===== src/rtl/pfe_pkg.sv =====
// shared types and constants of the postfix expression evaluator
// token codes, status codes, queue token and divider request/response structs
// no dependencies
package pfe_pkg;

    localparam int DATA_W      = 32;
    localparam int OP_W        = 3;
    localparam int ST_W        = 3;
    localparam int QUEUE_DEPTH = 2;

    localparam logic [OP_W-1:0] OP_PUSH = 3'd0;
    localparam logic [OP_W-1:0] OP_ADD  = 3'd1;
    localparam logic [OP_W-1:0] OP_SUB  = 3'd2;
    localparam logic [OP_W-1:0] OP_MUL  = 3'd3;
    localparam logic [OP_W-1:0] OP_DIV  = 3'd4;

    localparam logic [DATA_W-1:0] IRREGULAR_VALUE = 32'h7FFF_FFFF;

    typedef enum logic [ST_W-1:0] {
        ST_OK        = 3'd0,
        ST_IRREGULAR = 3'd1,
        ST_UNDERFLOW = 3'd2,
        ST_OVERFLOW  = 3'd3,
        ST_DIVZERO   = 3'd4,
        ST_EMPTY     = 3'd5
    } status_t;

    typedef enum logic [2:0] {
        K_PUSH = 3'd0,
        K_ADD  = 3'd1,
        K_SUB  = 3'd2,
        K_MUL  = 3'd3,
        K_DIV  = 3'd4,
        K_NOP  = 3'd5
    } kind_t;

    typedef struct packed {
        kind_t             kind;
        logic [DATA_W-1:0] value;
        logic              last;
    } token_t;

    typedef struct packed {
        logic              start;
        logic [DATA_W-1:0] dividend;
        logic [DATA_W-1:0] divisor;
    } div_req_t;

    typedef struct packed {
        logic              done;
        logic [DATA_W-1:0] quotient;
    } div_rsp_t;

endpackage


===== src/rtl/pfe_ram.sv =====
// generic single-port-write, single-port-read ram with registered read data
// no dependencies
module pfe_ram #(
    parameter int WIDTH = 32,
    parameter int DEPTH = 16
) (
    input  logic                     clk,
    input  logic                     we,
    input  logic [$clog2(DEPTH)-1:0] waddr,
    input  logic [WIDTH-1:0]         wdata,
    input  logic [$clog2(DEPTH)-1:0] raddr,
    output logic [WIDTH-1:0]         rdata
);

    logic [WIDTH-1:0] mem [DEPTH];
    logic [WIDTH-1:0] rdata_reg;

    always_ff @(posedge clk)
    begin
        if (we)
        begin
            mem[waddr] <= wdata;
        end
        rdata_reg <= mem[raddr];
    end

    assign rdata = rdata_reg;

endmodule


===== src/rtl/pfe_front.sv =====
// front end: accepts input transactions, classifies the token kind, queues tokens
// depends on pfe_pkg
module pfe_front (
    input  logic                        clk,
    input  logic                        rst_n,
    input  logic                        s_tvalid,
    output logic                        s_tready,
    input  logic [pfe_pkg::DATA_W-1:0]  s_tdata,   // value
    input  logic [pfe_pkg::OP_W-1:0]    s_tuser,   // op
    input  logic                        s_tlast,   // last
    output logic                        tok_valid,
    output pfe_pkg::token_t             tok,
    input  logic                        tok_pop
);
    import pfe_pkg::*;

    localparam int QPW = $clog2(QUEUE_DEPTH);
    localparam int QCW = $clog2(QUEUE_DEPTH + 1);

    token_t         q_mem_reg [QUEUE_DEPTH];
    logic [QPW-1:0] wr_ptr_reg, wr_ptr_next;
    logic [QPW-1:0] rd_ptr_reg, rd_ptr_next;
    logic [QCW-1:0] q_cnt_reg, q_cnt_next;
    logic           push;
    logic           pop;
    token_t         in_tok;

    always_comb
    begin
        in_tok.value = s_tdata;
        in_tok.last  = s_tlast;
        case (s_tuser)
            OP_PUSH: in_tok.kind = K_PUSH;
            OP_ADD:  in_tok.kind = K_ADD;
            OP_SUB:  in_tok.kind = K_SUB;
            OP_MUL:  in_tok.kind = K_MUL;
            OP_DIV:  in_tok.kind = K_DIV;
            default: in_tok.kind = K_NOP;
        endcase
    end

    assign s_tready  = (q_cnt_reg != QCW'(QUEUE_DEPTH));
    assign tok_valid = (q_cnt_reg != '0);
    assign tok       = q_mem_reg[rd_ptr_reg];
    assign push      = s_tvalid && s_tready;
    assign pop       = tok_pop && tok_valid;

    always_comb
    begin
        wr_ptr_next = push ? wr_ptr_reg + QPW'(1) : wr_ptr_reg;
        rd_ptr_next = pop ? rd_ptr_reg + QPW'(1) : rd_ptr_reg;
        q_cnt_next  = q_cnt_reg;
        if (push && !pop)
        begin
            q_cnt_next = q_cnt_reg + QCW'(1);
        end
        else if (pop && !push)
        begin
            q_cnt_next = q_cnt_reg - QCW'(1);
        end
    end

    always_ff @(posedge clk or negedge rst_n)
    begin
        if (!rst_n)
        begin
            wr_ptr_reg <= '0;
            rd_ptr_reg <= '0;
            q_cnt_reg  <= '0;
        end
        else
        begin
            wr_ptr_reg <= wr_ptr_next;
            rd_ptr_reg <= rd_ptr_next;
            q_cnt_reg  <= q_cnt_next;
        end
    end

    always_ff @(posedge clk)
    begin
        if (push)
        begin
            q_mem_reg[wr_ptr_reg] <= in_tok;
        end
    end

endmodule


===== src/rtl/pfe_div.sv =====
// iterative signed divider, one quotient bit per cycle, truncates toward zero
// depends on pfe_pkg
module pfe_div (
    input  logic              clk,
    input  logic              rst_n,
    input  pfe_pkg::div_req_t req,
    output pfe_pkg::div_rsp_t rsp
);
    import pfe_pkg::*;

    localparam int CW = $clog2(DATA_W + 1);

    logic [DATA_W-1:0] rem_reg, rem_next;
    logic [DATA_W-1:0] q_reg, q_next;
    logic [DATA_W-1:0] mb_reg, mb_next;
    logic              neg_reg, neg_next;
    logic [CW-1:0]     cnt_reg, cnt_next;
    logic              run_reg, run_next;
    logic              done_reg, done_next;
    logic [DATA_W:0]   shifted;
    logic [DATA_W:0]   diff;

    assign shifted = {rem_reg, q_reg[DATA_W-1]};
    assign diff    = shifted - {1'b0, mb_reg};

    always_comb
    begin
        rem_next  = rem_reg;
        q_next    = q_reg;
        mb_next   = mb_reg;
        neg_next  = neg_reg;
        cnt_next  = cnt_reg;
        run_next  = run_reg;
        done_next = 1'b0;
        if (req.start)
        begin
            rem_next = '0;
            q_next   = req.dividend[DATA_W-1] ? (~req.dividend + DATA_W'(1)) : req.dividend;
            mb_next  = req.divisor[DATA_W-1] ? (~req.divisor + DATA_W'(1)) : req.divisor;
            neg_next = req.dividend[DATA_W-1] ^ req.divisor[DATA_W-1];
            cnt_next = '0;
            run_next = 1'b1;
        end
        else if (run_reg)
        begin
            if (!diff[DATA_W])
            begin
                rem_next = diff[DATA_W-1:0];
                q_next   = {q_reg[DATA_W-2:0], 1'b1};
            end
            else
            begin
                rem_next = shifted[DATA_W-1:0];
                q_next   = {q_reg[DATA_W-2:0], 1'b0};
            end
            cnt_next = cnt_reg + CW'(1);
            if (cnt_reg == CW'(DATA_W - 1))
            begin
                run_next  = 1'b0;
                done_next = 1'b1;
            end
        end
    end

    always_ff @(posedge clk or negedge rst_n)
    begin
        if (!rst_n)
        begin
            cnt_reg  <= '0;
            run_reg  <= 1'b0;
            done_reg <= 1'b0;
        end
        else
        begin
            cnt_reg  <= cnt_next;
            run_reg  <= run_next;
            done_reg <= done_next;
        end
    end

    always_ff @(posedge clk)
    begin
        rem_reg <= rem_next;
        q_reg   <= q_next;
        mb_reg  <= mb_next;
        neg_reg <= neg_next;
    end

    assign rsp.done     = done_reg;
    assign rsp.quotient = neg_reg ? (~q_reg + DATA_W'(1)) : q_reg;

endmodule


===== src/rtl/pfe_back.sv =====
// back end: operand stack sequencer, arithmetic, sticky error and result register
// depends on pfe_pkg, pfe_ram, pfe_div
module pfe_back #(
    parameter int STACK_DEPTH = 16
) (
    input  logic                       clk,
    input  logic                       rst_n,
    input  logic                       tok_valid,
    input  pfe_pkg::token_t            tok,
    output logic                       tok_pop,
    output logic                       m_tvalid,
    input  logic                       m_tready,
    output logic [pfe_pkg::DATA_W-1:0] m_tdata,
    output pfe_pkg::status_t           m_status
);
    import pfe_pkg::*;

    localparam int AW  = $clog2(STACK_DEPTH);
    localparam int CNW = $clog2(STACK_DEPTH + 1);

    typedef enum logic [6:0] {
        S_IDLE = 7'b0000001,
        S_RDB  = 7'b0000010,
        S_RDA  = 7'b0000100,
        S_DIV  = 7'b0001000,
        S_WR   = 7'b0010000,
        S_LAST = 7'b0100000,
        S_OUT  = 7'b1000000
    } state_t;

    state_t            state_reg, state_next;
    logic [CNW-1:0]    count_reg, count_next;
    status_t           sticky_reg, sticky_next;
    logic              m_valid_reg, m_valid_next;
    logic [DATA_W-1:0] m_data_reg, m_data_next;
    status_t           m_status_reg, m_status_next;
    logic [DATA_W-1:0] b_reg, b_next;
    logic [DATA_W-1:0] r_reg, r_next;
    kind_t             kind_reg, kind_next;
    logic              last_reg, last_next;

    logic              we;
    logic [AW-1:0]     waddr;
    logic [DATA_W-1:0] wdata;
    logic [AW-1:0]     raddr;
    logic [DATA_W-1:0] rdata;
    logic [CNW-1:0]    cnt_m1;
    logic [CNW-1:0]    cnt_m2;
    logic [DATA_W-1:0] prod;
    div_req_t          div_req;
    div_rsp_t          div_rsp;
    state_t            after_tok;
    logic              out_free;

    pfe_ram #(
        .WIDTH (DATA_W),
        .DEPTH (STACK_DEPTH)
    ) u_stack (
        .clk   (clk),
        .we    (we),
        .waddr (waddr),
        .wdata (wdata),
        .raddr (raddr),
        .rdata (rdata)
    );

    pfe_div u_div (
        .clk   (clk),
        .rst_n (rst_n),
        .req   (div_req),
        .rsp   (div_rsp)
    );

    assign cnt_m1   = count_reg - CNW'(1);
    assign cnt_m2   = count_reg - CNW'(2);
    assign prod     = rdata * b_reg;
    assign out_free = !m_valid_reg || m_tready;
    assign after_tok = last_reg ? S_LAST : S_IDLE;

    always_comb
    begin
        state_next       = state_reg;
        count_next       = count_reg;
        sticky_next      = sticky_reg;
        m_valid_next     = m_valid_reg && !m_tready;
        m_data_next      = m_data_reg;
        m_status_next    = m_status_reg;
        b_next           = b_reg;
        r_next           = r_reg;
        kind_next        = kind_reg;
        last_next        = last_reg;
        tok_pop          = 1'b0;
        we               = 1'b0;
        waddr            = count_reg[AW-1:0];
        wdata            = tok.value;
        raddr            = '0;
        div_req.start    = 1'b0;
        div_req.dividend = rdata;
        div_req.divisor  = b_reg;
        case (state_reg)
            S_IDLE:
            begin
                if (tok_valid)
                begin
                    tok_pop   = 1'b1;
                    kind_next = tok.kind;
                    last_next = tok.last;
                    state_next = tok.last ? S_LAST : S_IDLE;
                    if (sticky_reg != ST_OK || tok.kind == K_NOP)
                    begin
                        // token ignored
                    end
                    else if (tok.kind == K_PUSH)
                    begin
                        if (count_reg >= CNW'(STACK_DEPTH))
                        begin
                            sticky_next = ST_OVERFLOW;
                        end
                        else
                        begin
                            we         = 1'b1;
                            count_next = count_reg + CNW'(1);
                        end
                    end
                    else if (count_reg < CNW'(2))
                    begin
                        sticky_next = ST_UNDERFLOW;
                    end
                    else
                    begin
                        raddr      = cnt_m1[AW-1:0];
                        state_next = S_RDB;
                    end
                end
            end
            S_RDB:
            begin
                b_next     = rdata;
                raddr      = cnt_m2[AW-1:0];
                state_next = S_RDA;
            end
            S_RDA:
            begin
                state_next = S_WR;
                case (kind_reg)
                    K_ADD:   r_next = rdata + b_reg;
                    K_SUB:   r_next = rdata - b_reg;
                    K_MUL:   r_next = prod;
                    K_DIV:
                    begin
                        if (b_reg == '0)
                        begin
                            sticky_next = ST_DIVZERO;
                            state_next  = after_tok;
                        end
                        else
                        begin
                            div_req.start = 1'b1;
                            state_next    = S_DIV;
                        end
                    end
                    default: r_next = r_reg;
                endcase
            end
            S_DIV:
            begin
                if (div_rsp.done)
                begin
                    r_next     = div_rsp.quotient;
                    state_next = S_WR;
                end
            end
            S_WR:
            begin
                we         = 1'b1;
                waddr      = cnt_m2[AW-1:0];
                wdata      = r_reg;
                count_next = cnt_m1;
                state_next = after_tok;
            end
            S_LAST:
            begin
                state_next = S_OUT;
            end
            S_OUT:
            begin
                if (out_free)
                begin
                    m_valid_next = 1'b1;
                    if (sticky_reg != ST_OK)
                    begin
                        m_data_next   = '0;
                        m_status_next = sticky_reg;
                    end
                    else if (count_reg == '0)
                    begin
                        m_data_next   = '0;
                        m_status_next = ST_EMPTY;
                    end
                    else if (count_reg == CNW'(1))
                    begin
                        m_data_next   = rdata;
                        m_status_next = ST_OK;
                    end
                    else
                    begin
                        m_data_next   = IRREGULAR_VALUE;
                        m_status_next = ST_IRREGULAR;
                    end
                    count_next  = '0;
                    sticky_next = ST_OK;
                    state_next  = S_IDLE;
                end
            end
            default:
            begin
                state_next = S_IDLE;
            end
        endcase
    end

    always_ff @(posedge clk or negedge rst_n)
    begin
        if (!rst_n)
        begin
            state_reg   <= S_IDLE;
            count_reg   <= '0;
            sticky_reg  <= ST_OK;
            m_valid_reg <= 1'b0;
        end
        else
        begin
            state_reg   <= state_next;
            count_reg   <= count_next;
            sticky_reg  <= sticky_next;
            m_valid_reg <= m_valid_next;
        end
    end

    always_ff @(posedge clk)
    begin
        m_data_reg   <= m_data_next;
        m_status_reg <= m_status_next;
        b_reg        <= b_next;
        r_reg        <= r_next;
        kind_reg     <= kind_next;
        last_reg     <= last_next;
    end

    assign m_tvalid = m_valid_reg;
    assign m_tdata  = m_data_reg;
    assign m_status = m_status_reg;

endmodule


===== src/rtl/postfix_expression_evaluator_top.sv =====
// postfix expression evaluator top level: front queue, stack back end, assertions
// depends on pfe_pkg, pfe_front, pfe_back (pfe_ram, pfe_div)
//
// usage
//   input stream s_*: one token per transaction; s_tuser is the token kind
//   (push, add, subtract, multiply, divide; other codes are ignored), s_tdata
//   the operand for a push, s_tlast marks the final token of an expression
//   output stream m_*: one transaction per expression, sent after the token
//   with s_tlast; m_tdata is the value, m_tuser the status code
//   a two-token queue separates acceptance from execution
//   stack sequencer steps per token: push or ignored token in the idle state;
//   add, subtract, multiply: two stack ram reads with registered data,
//   compute, write back; divide also waits on the one-bit-per-cycle divider;
//   the final token adds a last state, then waits for a free output register;
//   an accepted token is registered in the queue before the sequencer sees it
//   reset clears the queue, stack count, sticky error and output valid;
//   stack contents are not cleared and need no clearing pass
//   a stalled receiver holds the result; tokens keep flowing until the
//   queue fills, then s_tready drops
module postfix_expression_evaluator_top #(
    parameter int STACK_DEPTH = 16
) (
    input  logic                       clk,
    input  logic                       rst_n,
    input  logic                       s_tvalid,
    output logic                       s_tready,
    input  logic [pfe_pkg::DATA_W-1:0] s_tdata,   // value
    input  logic [pfe_pkg::OP_W-1:0]   s_tuser,   // op
    input  logic                       s_tlast,   // last
    output logic                       m_tvalid,
    input  logic                       m_tready,
    output logic [pfe_pkg::DATA_W-1:0] m_tdata,   // result
    output logic [pfe_pkg::ST_W-1:0]   m_tuser    // status
);
    import pfe_pkg::*;

    logic    tok_valid;
    token_t  tok;
    logic    tok_pop;
    status_t m_status;

    pfe_front u_front (
        .clk       (clk),
        .rst_n     (rst_n),
        .s_tvalid  (s_tvalid),
        .s_tready  (s_tready),
        .s_tdata   (s_tdata),
        .s_tuser   (s_tuser),
        .s_tlast   (s_tlast),
        .tok_valid (tok_valid),
        .tok       (tok),
        .tok_pop   (tok_pop)
    );

    pfe_back #(
        .STACK_DEPTH (STACK_DEPTH)
    ) u_back (
        .clk       (clk),
        .rst_n     (rst_n),
        .tok_valid (tok_valid),
        .tok       (tok),
        .tok_pop   (tok_pop),
        .m_tvalid  (m_tvalid),
        .m_tready  (m_tready),
        .m_tdata   (m_tdata),
        .m_status  (m_status)
    );

    assign m_tuser = m_status;

`ifndef ASSERT_OFF
    a_pop_needs_token: assert property (@(posedge clk) disable iff (!rst_n)
        tok_pop |-> tok_valid)
        else $error("token popped from empty queue");

    a_irregular_value: assert property (@(posedge clk) disable iff (!rst_n)
        (m_tvalid && m_status == ST_IRREGULAR) |-> (m_tdata == IRREGULAR_VALUE))
        else $error("irregular status without saturated value");

    a_error_zero: assert property (@(posedge clk) disable iff (!rst_n)
        (m_tvalid && (m_status == ST_UNDERFLOW || m_status == ST_OVERFLOW ||
                      m_status == ST_DIVZERO || m_status == ST_EMPTY))
        |-> (m_tdata == '0))
        else $error("error status with nonzero result");

    a_full_blocks_input: assert property (@(posedge clk) disable iff (!rst_n)
        (tok_valid && !tok_pop && !s_tready) |=> !s_tready)
        else $error("queue reported space without a pop");
`endif

endmodule


===== config.mk =====
export PLATFORM = sky130hd
export DESIGN_NAME = postfix_expression_evaluator_top
export DESIGN_NICKNAME = d
export VERILOG_FILES = /design/src/rtl/pfe_pkg.sv /design/src/rtl/pfe_ram.sv /design/src/rtl/pfe_front.sv /design/src/rtl/pfe_div.sv /design/src/rtl/pfe_back.sv /design/src/rtl/postfix_expression_evaluator_top.sv
export SDC_FILE = /design/constraint.sdc
export NUM_CORES = 2
export LEC_CHECK = 0
export BUFFER_PORTS_ARGS = -buffer_cell sky130_fd_sc_hd__buf_2
export CAP_MARGIN = 15
export CORE_ASPECT_RATIO = 0.75
export CORE_MARGIN = 2
export CORE_UTILIZATION = 60
export CTS_CLUSTER_SIZE = 8
export DETAILED_ROUTE_END_ITERATION = 8
export GPL_TIMING_DRIVEN = 1
export PLACE_DENSITY = 0.76
export SLEW_MARGIN = 15
export SYNTH_ARGS = -nofsm -noshare
export SYNTH_HDL_FRONTEND = slang
export SYNTH_SLANG_ARGS = --single-unit

===== constraint.sdc =====
create_clock -name clk -period 13.31 [get_ports clk]
set_clock_uncertainty 0.2 [all_clocks]
set_input_delay 0 -clock clk [delete_from_list [all_inputs] [get_ports clk]]
set_output_delay 0 -clock clk [all_outputs]
set_load 0.005 [all_outputs]

==> results.json <==
{
  "timing.critical_path.arrival_ns": 8.59,
  "worstReg2RegEnd": "u_back.r_reg[31]$_DFFE_PP_",
  "post_route_cells_drive_above_1_share_pct": 7.684,
  "setup_viol": 0,
  "chipHeight_microns": 265.8,
  "timing_max_transition_violations_final": 0,
  "rrSetupSlack_ns": 4.95,
  "io_buffers": 76,
  "postSynth.asyncResetShare_pct": 3.318,
  "floorplan.initialDensity_pct": 60.84,
  "r2r.worst_path.cells": 22,
  "grt_overflow_total": 0,
  "type_of_the_worst_min_delay_path": "primary input to flop",
  "synth_top_cell_area_share_pct": 41.20,
  "via_count": 36380,
  "routabilityCongestion": 0.9427,
  "routedWlPerCell_microns": 22.99,
  "maximum_operating_frequency_mhz": 119.7,
  "cts-root-buf": "sky130_fd_sc_hd__clkbuf_16",
  "tightestPinTransition_ns": 1.168,
  "synth_fp_nets": 5300,
  "yosys_most_used_dff": "sky130_fd_sc_hd__edfxtp_1",
  "setup.worst_path.end": "u_back.r_reg[31]$_DFFE_PP_",
  "tns_ns": 0,
  "period_minus_slack_ns": 8.357,
  "drtAntennaViolNets": 0,
  "yosys-top-cells-count": "752 x sky130_fd_sc_hd__edfxtp_1, 541 x sky130_fd_sc_hd__mux2i_1, 446 x sky130_fd_sc_hd__inv_1",
  "clock_tree_sinks": 844,
  "grt_setup_unrepaired": "no",
  "detail_route.drc_violations": 0,
  "yosysSeqAreaShare_pct": 44.81,
  "cts_buffer_count": 116,
  "place_area_sq_um": 56750,
  "worstSetupStartpoint": "u_back.b_reg[6]$_DFFE_PN_",
  "grt_antenna_before_repair": 2,
  "path_max_fanout": 30,
  "cts.path.max_buffers": 3,
  "grt_first_pass_wirelength_mm": 215.7,
  "critical_path_rt_ns": 13.55,
  "cts_max_level": 3,
  "fin_area_sq_um": 61030,
  "syn_inst": 4651,
  "largest_register_ffs": 512,
  "synth_warnings": 0,
  "run_status": "finished clean",
  "grt_start_max_net_pins": 124,
  "worst_setup_path_end_kind": "flop",
  "nets": 5423,
  "post-cts-setup-buffers": 0,
  "viasPerCell": 5.983,
  "post_cts_resized": 0,
  "synthMostInstantiatedCell": "sky130_fd_sc_hd__edfxtp_1",
  "netlist_top_cells_area": "sky130_fd_sc_hd__edfxtp_1 41%, sky130_fd_sc_hd__fa_1 15%, sky130_fd_sc_hd__mux2i_1 9.9%, sky130_fd_sc_hd__ha_1 4.5%, sky130_fd_sc_hd__and2_1 3.5%",
  "num_rows": 95,
  "r2r_start": "u_back.b_reg[6]$_DFFE_PN_",
  "post-synth-top-area-cell": "sky130_fd_sc_hd__edfxtp_1",
  "floorplan.die_area_sq_um": 93820,
  "setup.worst_path.class": "flop to flop",
  "die_w_microns": 353.0,
  "drtIter0Drc": 3678,
  "synth_cell_types": 80,
  "detailedPlacementHpwl_mm": 89.93,
  "grt_pass1_vias": 36380,
  "netlist_area_pre_place_sq_um": 54820,
  "synth-seq-cells": 844,
  "clock_latency_ns": 0.70,
  "clkSlewWorstSetupHoldPaths_ns": 0.07,
  "finalCritPeriodShare_pct": 62.79,
  "average_instance_area_after_synthesis_sq_um": 11.79,
  "drt_first_pass_iters": 8,
  "startpoint_type": "flop",
  "drv.max_cap_violation_count": 0,
  "flow.area_growth_from_synthesis_pct": 11.34,
  "number_of_enable_flip_flop_cells_after_synthesis": 752,
  "core_area_sq_um": 90100,
  "slew_headroom_pct": 22.03,
  "routed_wirelength_mm": 139.8,
  "hold_viol": 0,
  "tritoncts": "built",
  "gr-usage-all-layers_pct": 30.05,
  "io-pin-count": 77
}
## area by class of cell
class                      count  area, sq um
multi-input combinational   3101        27770
fill                        6535        29070
clock buffer                 204         3286
sequential                   844        24570
inverter                     447         1678
antenna                        2        5.005
clock inverter                 7        153.9
timing repair buffer         264         2052
tap                         1212         1516
## cell usage in the layout, fill, tap and decap left out, drive strengths merged, types with 11 or more instances in the layout
cell type / Yosys / routed
mux2i: 541 / 541
dfxtp: 64 / 64
dlygate4sd3: 0 / 78
inv: 447 / 449
o21ai: 193 / 193
edfxtp: 752 / 752
or3: 48 / 48
or4: 14 / 14
nor2: 166 / 166
nand3: 28 / 28
buf: 62 / 186
nor2b: 15 / 15
o21a: 25 / 25
o31ai: 39 / 39
and3: 15 / 15
xor2: 120 / 120
and2: 311 / 311
o22ai: 11 / 11
a31oi: 19 / 19
a211oi: 22 / 22
nand2: 413 / 413
ha: 199 / 199
nor3: 48 / 48
clkbuf: 197 / 204
fa: 410 / 410
xnor2: 142 / 142
a21oi: 121 / 121
nand2b: 18 / 18
a21o: 27 / 27
dfrtp: 27 / 27
## worst max-delay path: stages, from the launching register on
cell	delay, ns
sky130_fd_sc_hd__edfxtp_1	1.10
sky130_fd_sc_hd__and2_1	0.27
sky130_fd_sc_hd__fa_1	0.45
sky130_fd_sc_hd__fa_1	0.49
sky130_fd_sc_hd__fa_1	0.51
sky130_fd_sc_hd__inv_1	0.05
sky130_fd_sc_hd__fa_1	0.48
sky130_fd_sc_hd__inv_1	0.05
sky130_fd_sc_hd__fa_1	0.48
sky130_fd_sc_hd__fa_1	0.57
sky130_fd_sc_hd__fa_1	0.45
sky130_fd_sc_hd__fa_1	0.45
sky130_fd_sc_hd__ha_1	0.36
sky130_fd_sc_hd__a21oi_1	0.22
sky130_fd_sc_hd__inv_1	0.06
sky130_fd_sc_hd__a21oi_1	0.22
sky130_fd_sc_hd__o2111ai_1	0.17
sky130_fd_sc_hd__a221oi_1	0.46
sky130_fd_sc_hd__o21ai_0	0.21
sky130_fd_sc_hd__nor4_1	0.36
sky130_fd_sc_hd__o31a_1	0.20
sky130_fd_sc_hd__o21ai_0	0.08
sky130_fd_sc_hd__a22o_1	0.20
## per-stage QoR
step	utilization [%]	instances	hold slack (ns)	setup slack, ns
after detailed placement	62.99	5787	-0.1289	4.984
after global routing	67.73	6079	0.08087	4.657
final	67.74	6081	0.05341	4.953
after global placement	62.99	5787	-0.1315	5.259
after floorplan	-	4651	-0.4956	5.967
after CTS	67.70	6077	0.02712	4.932
## routing by layer
metal	share of wire (%)	track usage (%)	wire, microns
met4	3.2	9.132	4445
met5	0.0093	0	13
met2	44	44.40	60820
met1	42	44.16	59360
met3	11	7.432	15170
## timing repair
item                       CTS  global route
setup endpoints to repair    0             0
hold buffers                79             0
hold endpoints to repair   121             0
## logic make-up (layout without fill, tap and decap cells)
group | after synthesis | count (layout) | synth area share (%)
buf+inv | 706 | 922 | 4.917
other cells | 0 | 2 | 0
compound gates | 544 | 544 | 6.151
xor+xnor | 262 | 262 | 4.186
flops | 844 | 844 | 44.81
simple gates | 1139 | 1139 | 10.42
fa+ha+maj | 609 | 609 | 19.52
mux | 547 | 547 | 10.00
## worst min path at each step
stage / startpoint / end / slack [ns] / cells after the start
final: s_tvalid / u_front.wr_ptr_reg$_DFFE_PN0P_ / 0.05 / 4
after global routing: s_tvalid / u_front.wr_ptr_reg$_DFFE_PN0P_ / 0.08 / 4
after CTS: s_tvalid / u_front.wr_ptr_reg$_DFFE_PN0P_ / 0.03 / 4
after detailed placement: rst_n / u_front.wr_ptr_reg$_DFFE_PN0P_ / -0.13 / 1
after global placement: rst_n / u_front.wr_ptr_reg$_DFFE_PN0P_ / -0.13 / 1
after floorplan: rst_n / u_back.count_reg[0]$_DFFE_PN0P_ / -0.50 / 0
Power is not shown: default switching activity piles up to over one toggle a cycle in this logic, so the estimate is an artifact.
